==> config.mk <==
export PLATFORM = sky130hd
export DESIGN_NAME = nmea_sentence_checksum_checker_core
export DESIGN_NICKNAME = d
export VERILOG_FILES = /design/src/hw/rtl/nsc_pkg.sv /design/src/hw/rtl/nsc_front.sv /design/src/hw/rtl/nsc_fifo.sv /design/src/hw/rtl/nsc_back.sv /design/src/hw/rtl/nmea_sentence_checksum_checker_core.sv
export SDC_FILE = /design/constraint.sdc
export NUM_CORES = 1
export LEC_CHECK = 0
export ABC_CLOCK_PERIOD_IN_PS = 3270
export BUFFER_PORTS_ARGS = -buffer_cell sky130_fd_sc_hd__buf_2
export CAP_MARGIN = 5
export CORE_ASPECT_RATIO = 1.2
export CORE_MARGIN = 2
export CORE_UTILIZATION = 35
export CTS_CLUSTER_SIZE = 16
export DETAILED_ROUTE_END_ITERATION = 16
export PLACE_DENSITY = 0.56
export SYNTH_ARGS = -nofsm -noshare
export SYNTH_HDL_FRONTEND = slang
export SYNTH_HIERARCHICAL = 1
export SYNTH_SLANG_ARGS = --single-unit
==> constraint.sdc <==
create_clock -name clk -period 3.27 [get_ports clk]
set_input_delay 0.1635 -clock clk [delete_from_list [all_inputs] [get_ports clk]]
set_output_delay 0.1635 -clock clk [all_outputs]
set_load 0.01 [all_outputs]
==> src/hw/rtl/nsc_pkg.sv <==
// ----------------------------------------------------------------------------
// NMEA checksum checker package
// Item, result and state types used by the front, queue and back.
// ----------------------------------------------------------------------------
`default_nettype none

package nsc_pkg;

  // Character codes
  localparam logic [7:0] CH_DOLLAR = 8'h24;
  localparam logic [7:0] CH_CR     = 8'h0D;
  localparam logic [7:0] CH_LF     = 8'h0A;
  localparam logic [7:0] CH_STAR   = 8'h2A;
  localparam logic [7:0] CH_DIG_LO = 8'h30;
  localparam logic [7:0] CH_DIG_HI = 8'h39;
  localparam logic [7:0] CH_LET_LO = 8'h41;
  localparam logic [7:0] CH_LET_HI = 8'h5A;

  localparam logic [23:0] TYPE_RESET = 24'h524D43;

  // Queue between front and back
  localparam int Q_DEPTH = 4;
  localparam int Q_AW    = 2;

  // Result status codes
  localparam logic [1:0] ST_GOOD     = 2'd0;
  localparam logic [1:0] ST_NO_STAR  = 2'd1;
  localparam logic [1:0] ST_BAD_DIG  = 2'd2;
  localparam logic [1:0] ST_MISMATCH = 2'd3;

  typedef enum logic [2:0] {
    KIND_DOLLAR,
    KIND_CR,
    KIND_LF,
    KIND_STAR,
    KIND_OTHER
  } kind_t;

  typedef enum logic [2:0] {
    PH_IDLE,
    PH_BODY,
    PH_DIG1,
    PH_DIG2,
    PH_AFTER
  } phase_t;

  // Classified character
  typedef struct packed {
    kind_t      kind;
    logic [7:0] ch;
    logic       dig_ok;
    logic [5:0] dig_val;
  } item_t;

  // Result, first field in the high bits
  typedef struct packed {
    logic [6:0] body_length;
    logic [9:0] received_sum;
    logic [7:0] computed_sum;
    logic [1:0] status;
  } result_t;

  // Queue status seen by the producer and consumer
  typedef struct packed {
    logic full;
    logic valid;
  } q_stat_t;

endpackage

`default_nettype wire

==> src/hw/rtl/nsc_front.sv <==
// ----------------------------------------------------------------------------
// NMEA checksum checker front
// Accepts received bytes and classifies them for the back.
// ----------------------------------------------------------------------------
`default_nettype none

module nsc_front (
  input  wire logic           in_tvalid,
  output logic                in_tready,
  input  wire logic [7:0]     in_tdata,   // [7:0] rx_byte
  input  wire nsc_pkg::q_stat_t q_stat,
  output logic                push,
  output nsc_pkg::item_t      push_item
);

  // Accept while the queue has room
  assign in_tready = !q_stat.full;
  assign push      = in_tvalid && !q_stat.full;

  // Classify the byte and decode a check digit
  always_comb begin
    push_item.ch      = in_tdata;
    push_item.dig_ok  = 1'b0;
    push_item.dig_val = 6'd0;
    priority if (in_tdata == nsc_pkg::CH_DOLLAR) push_item.kind = nsc_pkg::KIND_DOLLAR;
    else if (in_tdata == nsc_pkg::CH_CR)         push_item.kind = nsc_pkg::KIND_CR;
    else if (in_tdata == nsc_pkg::CH_LF)         push_item.kind = nsc_pkg::KIND_LF;
    else if (in_tdata == nsc_pkg::CH_STAR)       push_item.kind = nsc_pkg::KIND_STAR;
    else                                         push_item.kind = nsc_pkg::KIND_OTHER;
    if (in_tdata >= nsc_pkg::CH_DIG_LO && in_tdata <= nsc_pkg::CH_DIG_HI) begin
      push_item.dig_ok  = 1'b1;
      push_item.dig_val = 6'(in_tdata - nsc_pkg::CH_DIG_LO);
    end else if (in_tdata >= nsc_pkg::CH_LET_LO && in_tdata <= nsc_pkg::CH_LET_HI) begin
      push_item.dig_ok  = 1'b1;
      push_item.dig_val = 6'(in_tdata - nsc_pkg::CH_LET_LO) + 6'd10;
    end
  end

endmodule

`default_nettype wire

==> src/hw/rtl/nsc_fifo.sv <==
// ----------------------------------------------------------------------------
// NMEA checksum checker queue
// Short queue of classified items between front and back.
// ----------------------------------------------------------------------------
`default_nettype none

module nsc_fifo (
  input  wire logic           clk,
  input  wire logic           rst_n,
  input  wire logic           push,
  input  wire nsc_pkg::item_t push_item,
  input  wire logic           pop,
  output nsc_pkg::item_t      head,
  output nsc_pkg::q_stat_t    q_stat
);

  nsc_pkg::item_t                mem [nsc_pkg::Q_DEPTH];
  logic [nsc_pkg::Q_AW-1:0]      wr_ptr_r, wr_ptr_nxt;
  logic [nsc_pkg::Q_AW-1:0]      rd_ptr_r, rd_ptr_nxt;
  logic [nsc_pkg::Q_AW:0]        count_r, count_nxt;

  assign q_stat.full  = (count_r == (nsc_pkg::Q_AW+1)'(nsc_pkg::Q_DEPTH));
  assign q_stat.valid = (count_r != '0);
  assign head         = mem[rd_ptr_r];

  // Advance pointers and occupancy
  always_comb begin
    wr_ptr_nxt = push ? wr_ptr_r + 1'b1 : wr_ptr_r;
    rd_ptr_nxt = pop  ? rd_ptr_r + 1'b1 : rd_ptr_r;
    count_nxt  = count_r + (nsc_pkg::Q_AW+1)'(push) - (nsc_pkg::Q_AW+1)'(pop);
  end

  always_ff @(posedge clk) begin
    if (!rst_n) begin
      wr_ptr_r <= '0;
      rd_ptr_r <= '0;
      count_r  <= '0;
    end else begin
      wr_ptr_r <= wr_ptr_nxt;
      rd_ptr_r <= rd_ptr_nxt;
      count_r  <= count_nxt;
    end
  end

  // Store the pushed item
  always_ff @(posedge clk) begin
    if (push) begin
      mem[wr_ptr_r] <= push_item;
    end
  end

endmodule

`default_nettype wire

==> src/hw/rtl/nsc_back.sv <==
// ----------------------------------------------------------------------------
// NMEA checksum checker back
// Runs the sentence parser on queued items and holds the result register.
// ----------------------------------------------------------------------------
`default_nettype none

module nsc_back #(
  parameter int LINE_LIMIT = 128
) (
  input  wire logic              clk,
  input  wire logic              rst_n,
  input  wire logic [23:0]       sentence_type,
  input  wire nsc_pkg::q_stat_t  q_stat,
  input  wire nsc_pkg::item_t    head,
  output logic                   pop,
  output logic                   out_tvalid,
  input  wire logic              out_tready,
  output nsc_pkg::result_t       out_result
);

  localparam int CNT_W = $clog2(LINE_LIMIT);
  localparam int WID_W = CNT_W + 8;
  localparam logic [CNT_W-1:0] KEEP_LEN = CNT_W'(LINE_LIMIT - 1);

  nsc_pkg::phase_t   phase_r, phase_nxt;
  logic              cr_r, cr_nxt;
  logic [CNT_W-1:0]  count_r, count_nxt;
  logic [7:0]        xor_r, xor_nxt;
  logic [23:0]       shift_r, shift_nxt;
  logic              match_r, match_nxt;
  logic [9:0]        dig_r, dig_nxt;
  logic              err_r, err_nxt;
  logic [6:0]        blen_r, blen_nxt;
  logic              ovalid_r, ovalid_nxt;
  nsc_pkg::result_t  res_r, res_nxt;
  logic [WID_W-1:0]  count_wide;
  logic [6:0]        count_sat;
  logic              emit;

  // Hold only an item that would emit while the result slot is still taken
  assign emit       = (head.kind == nsc_pkg::KIND_LF) && cr_r && match_r &&
                      (phase_r != nsc_pkg::PH_IDLE);
  assign pop        = q_stat.valid && (!emit || !ovalid_r || out_tready);
  assign out_tvalid = ovalid_r;
  assign out_result = res_r;

  // Saturate the position to the 7-bit length field
  assign count_wide = WID_W'(count_r);
  assign count_sat  = (count_wide > WID_W'(127)) ? 7'd127 : count_wide[6:0];

  // Parser next state and result
  always_comb begin
    phase_nxt  = phase_r;
    cr_nxt     = cr_r;
    count_nxt  = count_r;
    xor_nxt    = xor_r;
    shift_nxt  = shift_r;
    match_nxt  = match_r;
    dig_nxt    = dig_r;
    err_nxt    = err_r;
    blen_nxt   = blen_r;
    res_nxt    = res_r;
    ovalid_nxt = (ovalid_r && !out_tready);
    if (pop) begin
      priority if (head.kind == nsc_pkg::KIND_DOLLAR) begin
        // Start a new sentence, dropping any open one
        phase_nxt = nsc_pkg::PH_BODY;
        cr_nxt    = 1'b0;
        count_nxt = '0;
        xor_nxt   = '0;
        shift_nxt = '0;
        match_nxt = 1'b0;
        dig_nxt   = '0;
        err_nxt   = 1'b0;
        blen_nxt  = '0;
      end else if (phase_r == nsc_pkg::PH_IDLE) begin
        cr_nxt = 1'b0;
      end else if (head.kind == nsc_pkg::KIND_LF && cr_r) begin
        // End of line: report a sentence of the selected type
        if (match_r) begin
          ovalid_nxt           = 1'b1;
          res_nxt.computed_sum = xor_r;
          res_nxt.received_sum = dig_r;
          if (phase_r == nsc_pkg::PH_BODY) begin
            res_nxt.status      = nsc_pkg::ST_NO_STAR;
            res_nxt.body_length = count_sat;
          end else if (phase_r == nsc_pkg::PH_DIG1 || phase_r == nsc_pkg::PH_DIG2 ||
                       err_r) begin
            res_nxt.status      = nsc_pkg::ST_BAD_DIG;
            res_nxt.body_length = blen_r;
          end else begin
            res_nxt.status      = (dig_r == {2'b00, xor_r}) ? nsc_pkg::ST_GOOD
                                                            : nsc_pkg::ST_MISMATCH;
            res_nxt.body_length = blen_r;
          end
        end
        phase_nxt = nsc_pkg::PH_IDLE;
        cr_nxt    = 1'b0;
        count_nxt = '0;
        xor_nxt   = '0;
        shift_nxt = '0;
        match_nxt = 1'b0;
        dig_nxt   = '0;
        err_nxt   = 1'b0;
        blen_nxt  = '0;
      end else if (head.kind == nsc_pkg::KIND_CR) begin
        cr_nxt = 1'b1;
      end else begin
        cr_nxt = 1'b0;
        if (count_r < KEEP_LEN) begin
          count_nxt = count_r + 1'b1;
          unique case (phase_r)
            nsc_pkg::PH_BODY: begin
              if (head.kind == nsc_pkg::KIND_STAR) begin
                blen_nxt  = count_sat;
                phase_nxt = nsc_pkg::PH_DIG1;
              end else begin
                xor_nxt = xor_r ^ head.ch;
                if (count_r == CNT_W'(2) || count_r == CNT_W'(3) ||
                    count_r == CNT_W'(4)) begin
                  shift_nxt = {shift_r[15:0], head.ch};
                end
                if (count_r == CNT_W'(4)) begin
                  match_nxt = ({shift_r[15:0], head.ch} == sentence_type);
                end
              end
            end
            nsc_pkg::PH_DIG1: begin
              if (!head.dig_ok) begin
                err_nxt   = 1'b1;
                phase_nxt = nsc_pkg::PH_AFTER;
              end else begin
                dig_nxt   = {head.dig_val, 4'b0000};
                phase_nxt = nsc_pkg::PH_DIG2;
              end
            end
            nsc_pkg::PH_DIG2: begin
              if (!head.dig_ok) begin
                err_nxt = 1'b1;
              end else begin
                dig_nxt = dig_r + {4'b0000, head.dig_val};
              end
              phase_nxt = nsc_pkg::PH_AFTER;
            end
            default: begin
            end
          endcase
        end
      end
    end
  end

  // Parser state
  always_ff @(posedge clk) begin
    if (!rst_n) begin
      phase_r  <= nsc_pkg::PH_IDLE;
      cr_r     <= 1'b0;
      count_r  <= '0;
      xor_r    <= '0;
      shift_r  <= '0;
      match_r  <= 1'b0;
      dig_r    <= '0;
      err_r    <= 1'b0;
      blen_r   <= '0;
      ovalid_r <= 1'b0;
    end else begin
      phase_r  <= phase_nxt;
      cr_r     <= cr_nxt;
      count_r  <= count_nxt;
      xor_r    <= xor_nxt;
      shift_r  <= shift_nxt;
      match_r  <= match_nxt;
      dig_r    <= dig_nxt;
      err_r    <= err_nxt;
      blen_r   <= blen_nxt;
      ovalid_r <= ovalid_nxt;
    end
  end

  // Result payload
  always_ff @(posedge clk) begin
    res_r <= res_nxt;
  end

endmodule

`default_nettype wire

==> src/hw/rtl/nmea_sentence_checksum_checker_core.sv <==
// ----------------------------------------------------------------------------
// NMEA 0183 sentence checksum checker.
// Input stream (in_*): one received character per item. A '$' opens a
// sentence; talker, type and fields are XORed up to the '*', the type at
// header positions three to five is compared with the configured type, and
// two check digits (0-9, A-Z) follow the '*'.
// Result stream (out_*): one item per CR LF that closes a sentence of the
// configured type, carrying status, computed sum, received sum and length.
// Configuration: cfg_wr_en writes the 24-bit sentence type; write only when
// the block is idle. Reset value is "RMC".
// Throughput: one character per cycle while the queue has room. With an empty
// queue the LF is written to the queue when accepted, and the parser and result
// register then take it, after which the result is offered.
// Reset (rst_n low, synchronous) empties the queue, drops any open sentence
// and empties the result slot.
// When out_tready is low the result is held and characters keep flowing;
// only the LF that closes a further matching sentence waits in the
// four-entry queue, which then fills until in_tready drops.
// ----------------------------------------------------------------------------
`default_nettype none

module nmea_sentence_checksum_checker_core #(
  parameter int LINE_LIMIT = 128
) (
  input  wire logic        clk,
  input  wire logic        rst_n,
  input  wire logic        cfg_wr_en,
  input  wire logic [23:0] cfg_wr_data,  // [23:0] sentence_type
  input  wire logic        in_tvalid,
  output logic             in_tready,
  input  wire logic [7:0]  in_tdata,     // [7:0] rx_byte
  output logic             out_tvalid,
  input  wire logic        out_tready,
  output logic [31:0]      out_tdata     // [1:0] status, [9:2] computed_sum,
                                         // [19:10] received_sum, [26:20] body_length
);

  logic [23:0]       type_r;
  logic              push;
  logic              pop;
  nsc_pkg::item_t    push_item;
  nsc_pkg::item_t    head;
  nsc_pkg::q_stat_t  q_stat;
  nsc_pkg::result_t  result;

  // Hold the configured sentence type
  always_ff @(posedge clk) begin
    if (!rst_n) begin
      type_r <= nsc_pkg::TYPE_RESET;
    end else if (cfg_wr_en) begin
      type_r <= cfg_wr_data;
    end
  end

  nsc_front u_front (
    .in_tvalid (in_tvalid),
    .in_tready (in_tready),
    .in_tdata  (in_tdata),
    .q_stat    (q_stat),
    .push      (push),
    .push_item (push_item)
  );

  nsc_fifo u_fifo (
    .clk       (clk),
    .rst_n     (rst_n),
    .push      (push),
    .push_item (push_item),
    .pop       (pop),
    .head      (head),
    .q_stat    (q_stat)
  );

  nsc_back #(
    .LINE_LIMIT (LINE_LIMIT)
  ) u_back (
    .clk           (clk),
    .rst_n         (rst_n),
    .sentence_type (type_r),
    .q_stat        (q_stat),
    .head          (head),
    .pop           (pop),
    .out_tvalid    (out_tvalid),
    .out_tready    (out_tready),
    .out_result    (result)
  );

  assign out_tdata = {5'b00000, result};

endmodule

`default_nettype wire

* Word-level counts from Yosys, hierarchy flattened
Memories as Yosys holds them, arrays and structs flattened. A register that Yosys moved wholly into a read port is not among the register bits.
Cells that the tools add are included.
** Operators by class
- Magnitude comparators :: 6
- Bitwise gates (word level) :: 3
- $add $sub $neg :: 9
- Equal/unequal tests :: 23
- Multiplexer cells :: 81
- Reductions and logical operators :: 40
** Operators by type and width (count)
- $mux W16 :: 8
- $mux W7 :: 16
- $mux W10 :: 7
- $mux W8 :: 7
- $mux W3 :: 11
- $mux W1 :: 26
- $eq A24 B24 Y1 :: 1
- $reduce_and A6 Y1 :: 4
- $reduce_bool A3 Y1 :: 8
- $reduce_and A7 Y1 :: 3
- $pmux W10 S2 :: 1
- $eq A8 B4 Y1 const B :: 2
- $eq A8 B6 Y1 const B :: 2
- $eq A7 B2 Y1 const B :: 2
- $eq A3 B2 Y1 const B :: 4
- $add A10 B6 Y10 :: 1
- $eq A10 B8 Y1 :: 1
- $pmux W3 S3 :: 1
- $ge A8 B6 Y1 const B :: 1
- $ge A8 B7 Y1 const B :: 1
- $le A8 B6 Y1 const B :: 1
- $le A8 B7 Y1 const B :: 1
- $logic_and A1 B1 Y1 :: 8
- $mux W2 :: 4
- other kinds (27) :: 41
** Storage, ports and cells
- Flip-flop bits (word level) :: 113
- Memories kept :: 1
- Output and inout port bits :: 34
- RAM bits :: 72
- Bits of input ports :: 37
- Word-level logic and storage cells :: 181
** Memories
- u_fifo.mem :: depth 4, bits a word 18, rd ports 1, clocked after memory_dff 1, write ports 1, line nsc_fifo.sv:17 : nsc_pkg::item_t mem [nsc_pkg::Q_DEPTH];

* Depth between registers and ports, before layout
- Word-level depth :: 11
- Gate-level depth with buffers :: 11

* Modules after synthesis
The synthesis kept the hierarchy.
** By module, submodules not included
- nsc_back :: cells each 410, area an instance 4070.2 um2, sequential area each 1911.8 um2, times used 1
- nsc_fifo :: cells each 137, area an instance 3083.0 um2, sequential area each 2342.2 um2, times used 1
- nmea_sentence_checksum_checker_core :: cells each 83, area an instance 937.1 um2, sequential area each 480.5 um2, times used 1
- nsc_front :: cells each 64, area an instance 500.5 um2, sequential area each 0.0 um2, times used 1

* Least setup slack after synthesis
Ideal clock, no wire load.
- Path kind :: register to register
- Start point :: register with a tool-made name
- End point :: register u_fifo/count_r[2] in the netlist's numbering
- Path slack :: -47 ps
- Path buffers :: 1
- Period minus slack after synthesis :: 3317 ps
- Data arrival time :: 3200 ps
- Required time :: 3153 ps
- Stages on the path, launching flop included :: 12
- Library setup time :: 117 ps
- Path through :: dfxtp_1 > buf_6 > mux4_1 > nor4bb_1 > nand4b_4 > and2_1 > ha_1 > inv_1 > ha_1 > fa_1 > xor3_1 > nor2_1
** RTL lines
- to (signal assigned) :: line nsc_fifo.sv:41 : count_r <= count_nxt;
- to (decl) :: line nsc_fifo.sv:20 : logic [nsc_pkg::Q_AW:0] count_r, count_nxt;

==> results.tsv <==
metric	value	unit
setup_viol	0	
clock_sinks	187	
grt_util_met2	25.1	%
intPower	4.52	mW
drt-wirelength-per-cell	16.5	microns
dp.cells	1065	
syn_inst	694	
p_leak	3.86	nW
syn_area	8590	sq um
synth.top_cell.area_share	34.6	%
swShare	27.6	%
reg2reg_slack	0.22	ns
yosys.area.top_type	edfxtp_1	
clock_latency	0.43	ns
use_met3	2.91	%
slew-limit-headroom	50.2	%
synth_edf_count	99	
async_reset_ff_share	0	%
reg2reg_depth	10	
path_clk_slew	0.07	ns
area_delta_synth_final	16.8	%
overflow	0	
avgSynthCellArea	12.4	sq um
place.gp.congestion	0.794	
placed_cell_area	9220	sq um
placementRows	62	
ys_types	80	
max-cap-violations	0	
grt_max_degree	63	
fmax	328	MHz
cts-root-buf	clkbuf_16	
hold_depth	3	
seq_area	4740	sq um
power.total	6.24	mW
initial_core_util	35.7	%
peakVddDrop	0.369	mV
dieArea	25800	sq um
cts_tree	done	
tightestPinTransition	0.738	ns
antenna_found_initial	0	
drtIter0Drc	361	
busiest_layer	met2	
io_buffers	65	
drc	0	
period_share	93.1	%
postCtsSetupRepairBufs	0	
dpl.hpwl	12.9	mm
drive_gt1_share	18.9	%
io_pins	71	
n_fill_cell	2315	
die_width	147	microns
finalSetupTns	0	ns
slew_violations	0	
clockBufferDepth	2	
whs	0.0102	ns
worstHoldStart	cfg_wr_data[15]	
min_to	type_r[15]$_SDFFE_PN0P_	
pre_cts_ws	-0.0148	ns
p_seq_share	43.8	%
synth_flop_cell	edfxtp_1	
grt_pass1_wl	29.7	mm
final_nets	848	
multiInputGateArea	3510	sq um
synth_area_leaders	edfxtp_1 (35%), dfxtp_1 (21%), ha_1 (3.6%)	
grt_pass1_vias	5451	
hold_path_class	in2reg	
cp-end-kind	flip-flop	
drt_pass1_iterations	4	
power_switching	1.72	mW
finalClockSkew	0.0111	ns
yosysWarnings	6	
num_vias	5397	
h-tree-depth	4	
use_met1	18.9	%
layout_min_cycle_time	3.05	ns
path_max_fanout	5	
final-instance-count-excl-fill	1117	
fin_ws	0.225	ns
status	completed	
fin_area	10000	sq um
p_per_area	622	nW/um^2
vias_per_cell	4.83	
die_y	176	microns
rsz0062_at_grt	false	
p_clk_share	33.7	%
grt_usage	14.8	%
worstSetupPathType	reg2reg	
finalCoreUtilization	41.7	%
ys_seq_area_share	55.1	%
required	3.58	ns
arrival	3.35	ns
power_frac_comb	22.5	%
antenna_cells	0	
hold_violations	0	
routed_wl	18.4	mm
drtAntennaViolNets	0	
cts_buffers	17	
worstSetupStartpointType	flip-flop	
coreArea	24000	sq um
synth-seq-cells	187	
r2r-end	u_fifo/count_r[2]$_SDFF_PN0_	
==> per-layer routing <==
layer,vias up,part of all wire [%]
li1,2691,-
met1,2608,44
met2,78,51
met3,20,2.9
met4,0,2.0
met5,-,0
==> sequential cells by signal (all words and copies together), names as in the netlist, named ones only <==
signal,cells
u_back/dig_r,10
u_back/err_r,1
u_back/count_r,7
u_back/xor_r,8
type_r,24
u_fifo/rd_ptr_r,2
u_fifo/mem,72
u_back/phase_r,3
u_back/match_r,1
u_back/out_tvalid,1
u_back/blen_r,7
u_back/cr_r,1
u_fifo/wr_ptr_r,2
u_back/out_result,27
u_back/shift_r,16
u_fifo/count_r,3
==> power by group through the flow <==
stage / Combinational [mW] / Clock [mW] / Sequential [mW]
floorplan: 1.03 / 0 / 2.75
global placement: 1.40 / 0 / 2.78
detailed placement: 1.39 / 0 / 2.78
CTS: 1.42 / 2.15 / 2.73
global route: 1.56 / 2.27 / 2.75
finish: 1.41 / 2.10 / 2.73
==> synth_stat cells, types with 8 or more instances <==
cell and n:
nor4_1 8, mux4_2 10, nand4_1 10, nand3_1 24
mux4_1 8, clkbuf_1 8, o21ai_0 15, edfxtp_1 99
ha_1 25, a22o_1 13, mux2i_1 28, nand2_1 64
dfxtp_1 88, nor2_1 36, buf_4 14, inv_1 21
xnor2_1 20, a21boi_0 11, xor2_1 26, and2_1 10
buf_2 12, a21oi_1 15, nor2b_1 19
==> what timing repair did <==
action                     CTS  global route
gates resized for setup      1             4
hold buffers                20             0
setup endpoints to repair    1            12
hold endpoints to repair    20             0
gates cloned                 0             0
pin swaps                    0             1
==> layout make-up <==
| cell class | count | share of cell area (%) |
|---|---|---|
| Sequential cell | 187 | 47.2 |
| Multi-Input combinational cell | 449 | 35.0 |
| Timing Repair Buffer | 108 | 6.96 |
| Clock buffer | 21 | 4.63 |
| Tap cell | 320 | 3.99 |
| Clock inverter | 11 | 1.42 |
| Inverter | 21 | 0.786 |
==> layout by cell type, fill, tap and decap left out, types with 5 or more instances in the layout <==
| cell type | netlist | final |
|---|---|---|
| edfxtp_1 | 99 | 99 |
| dfxtp_1 | 88 | 87 |
| buf_2 | 12 | 65 |
| nand2_1 | 64 | 64 |
| nor2_1 | 36 | 36 |
| mux2i_1 | 28 | 28 |
| xor2_1 | 26 | 26 |
| ha_1 | 25 | 25 |
| nand3_1 | 24 | 24 |
| buf_4 | 14 | 23 |
| inv_1 | 21 | 21 |
| dlygate4sd3_1 | 0 | 20 |
| xnor2_1 | 20 | 20 |
| nor2b_1 | 19 | 19 |
| clkbuf_16 | 0 | 17 |
| o21ai_0 | 15 | 15 |
| a21oi_1 | 15 | 15 |
| a22o_1 | 13 | 13 |
| mux4_2 | 10 | 12 |
| a21boi_0 | 11 | 11 |
| and2_1 | 10 | 10 |
| nand4_1 | 10 | 10 |
| nor4_1 | 8 | 8 |
| and3_1 | 6 | 6 |
| mux4_1 | 8 | 6 |
| conb_1 | 1 | 5 |
| nand2b_1 | 5 | 5 |
==> how the worst max path moves through the flow <==
stage	start	to	slack (ns)	depth (start not counted)
floorplan	flip-flop	u_fifo/count_r[2]$_SDFF_PN0_	0.04	11
global placement	flip-flop	u_back/shift_r[1]$_SDFFE_PN0P_	0.07	8
detailed placement	flip-flop	u_fifo/count_r[2]$_SDFF_PN0_	-0.01	10
CTS	flip-flop	u_back/shift_r[1]$_SDFFE_PN0P_	0.03	8
global route	flip-flop	u_fifo/count_r[2]$_SDFF_PN0_	0.06	10
finish	flip-flop	u_fifo/count_r[2]$_SDFF_PN0_	0.22	10
==> critical path, stage by stage, from the launching register on <==
cell      delay, ns
dfxtp_2        0.39
mux4_2         0.56
nor4bb_4       0.37
nand4b_4       0.16
and2_1         0.20
ha_1           0.27
inv_1          0.04
ha_1           0.18
fa_1           0.35
xor3_1         0.37
nor2_1         0.04
==> cells by family after synthesis <==
group           share of synthesized area (%)
simple gates                             13.5
buf+inv                                  4.31
flops                                    55.1
compound gates                           9.53
other cells                            0.0437
xor+xnor                                 4.97
mux                                      8.46
fa+ha+maj                                4.11
(Power assumes the default switching activity.)
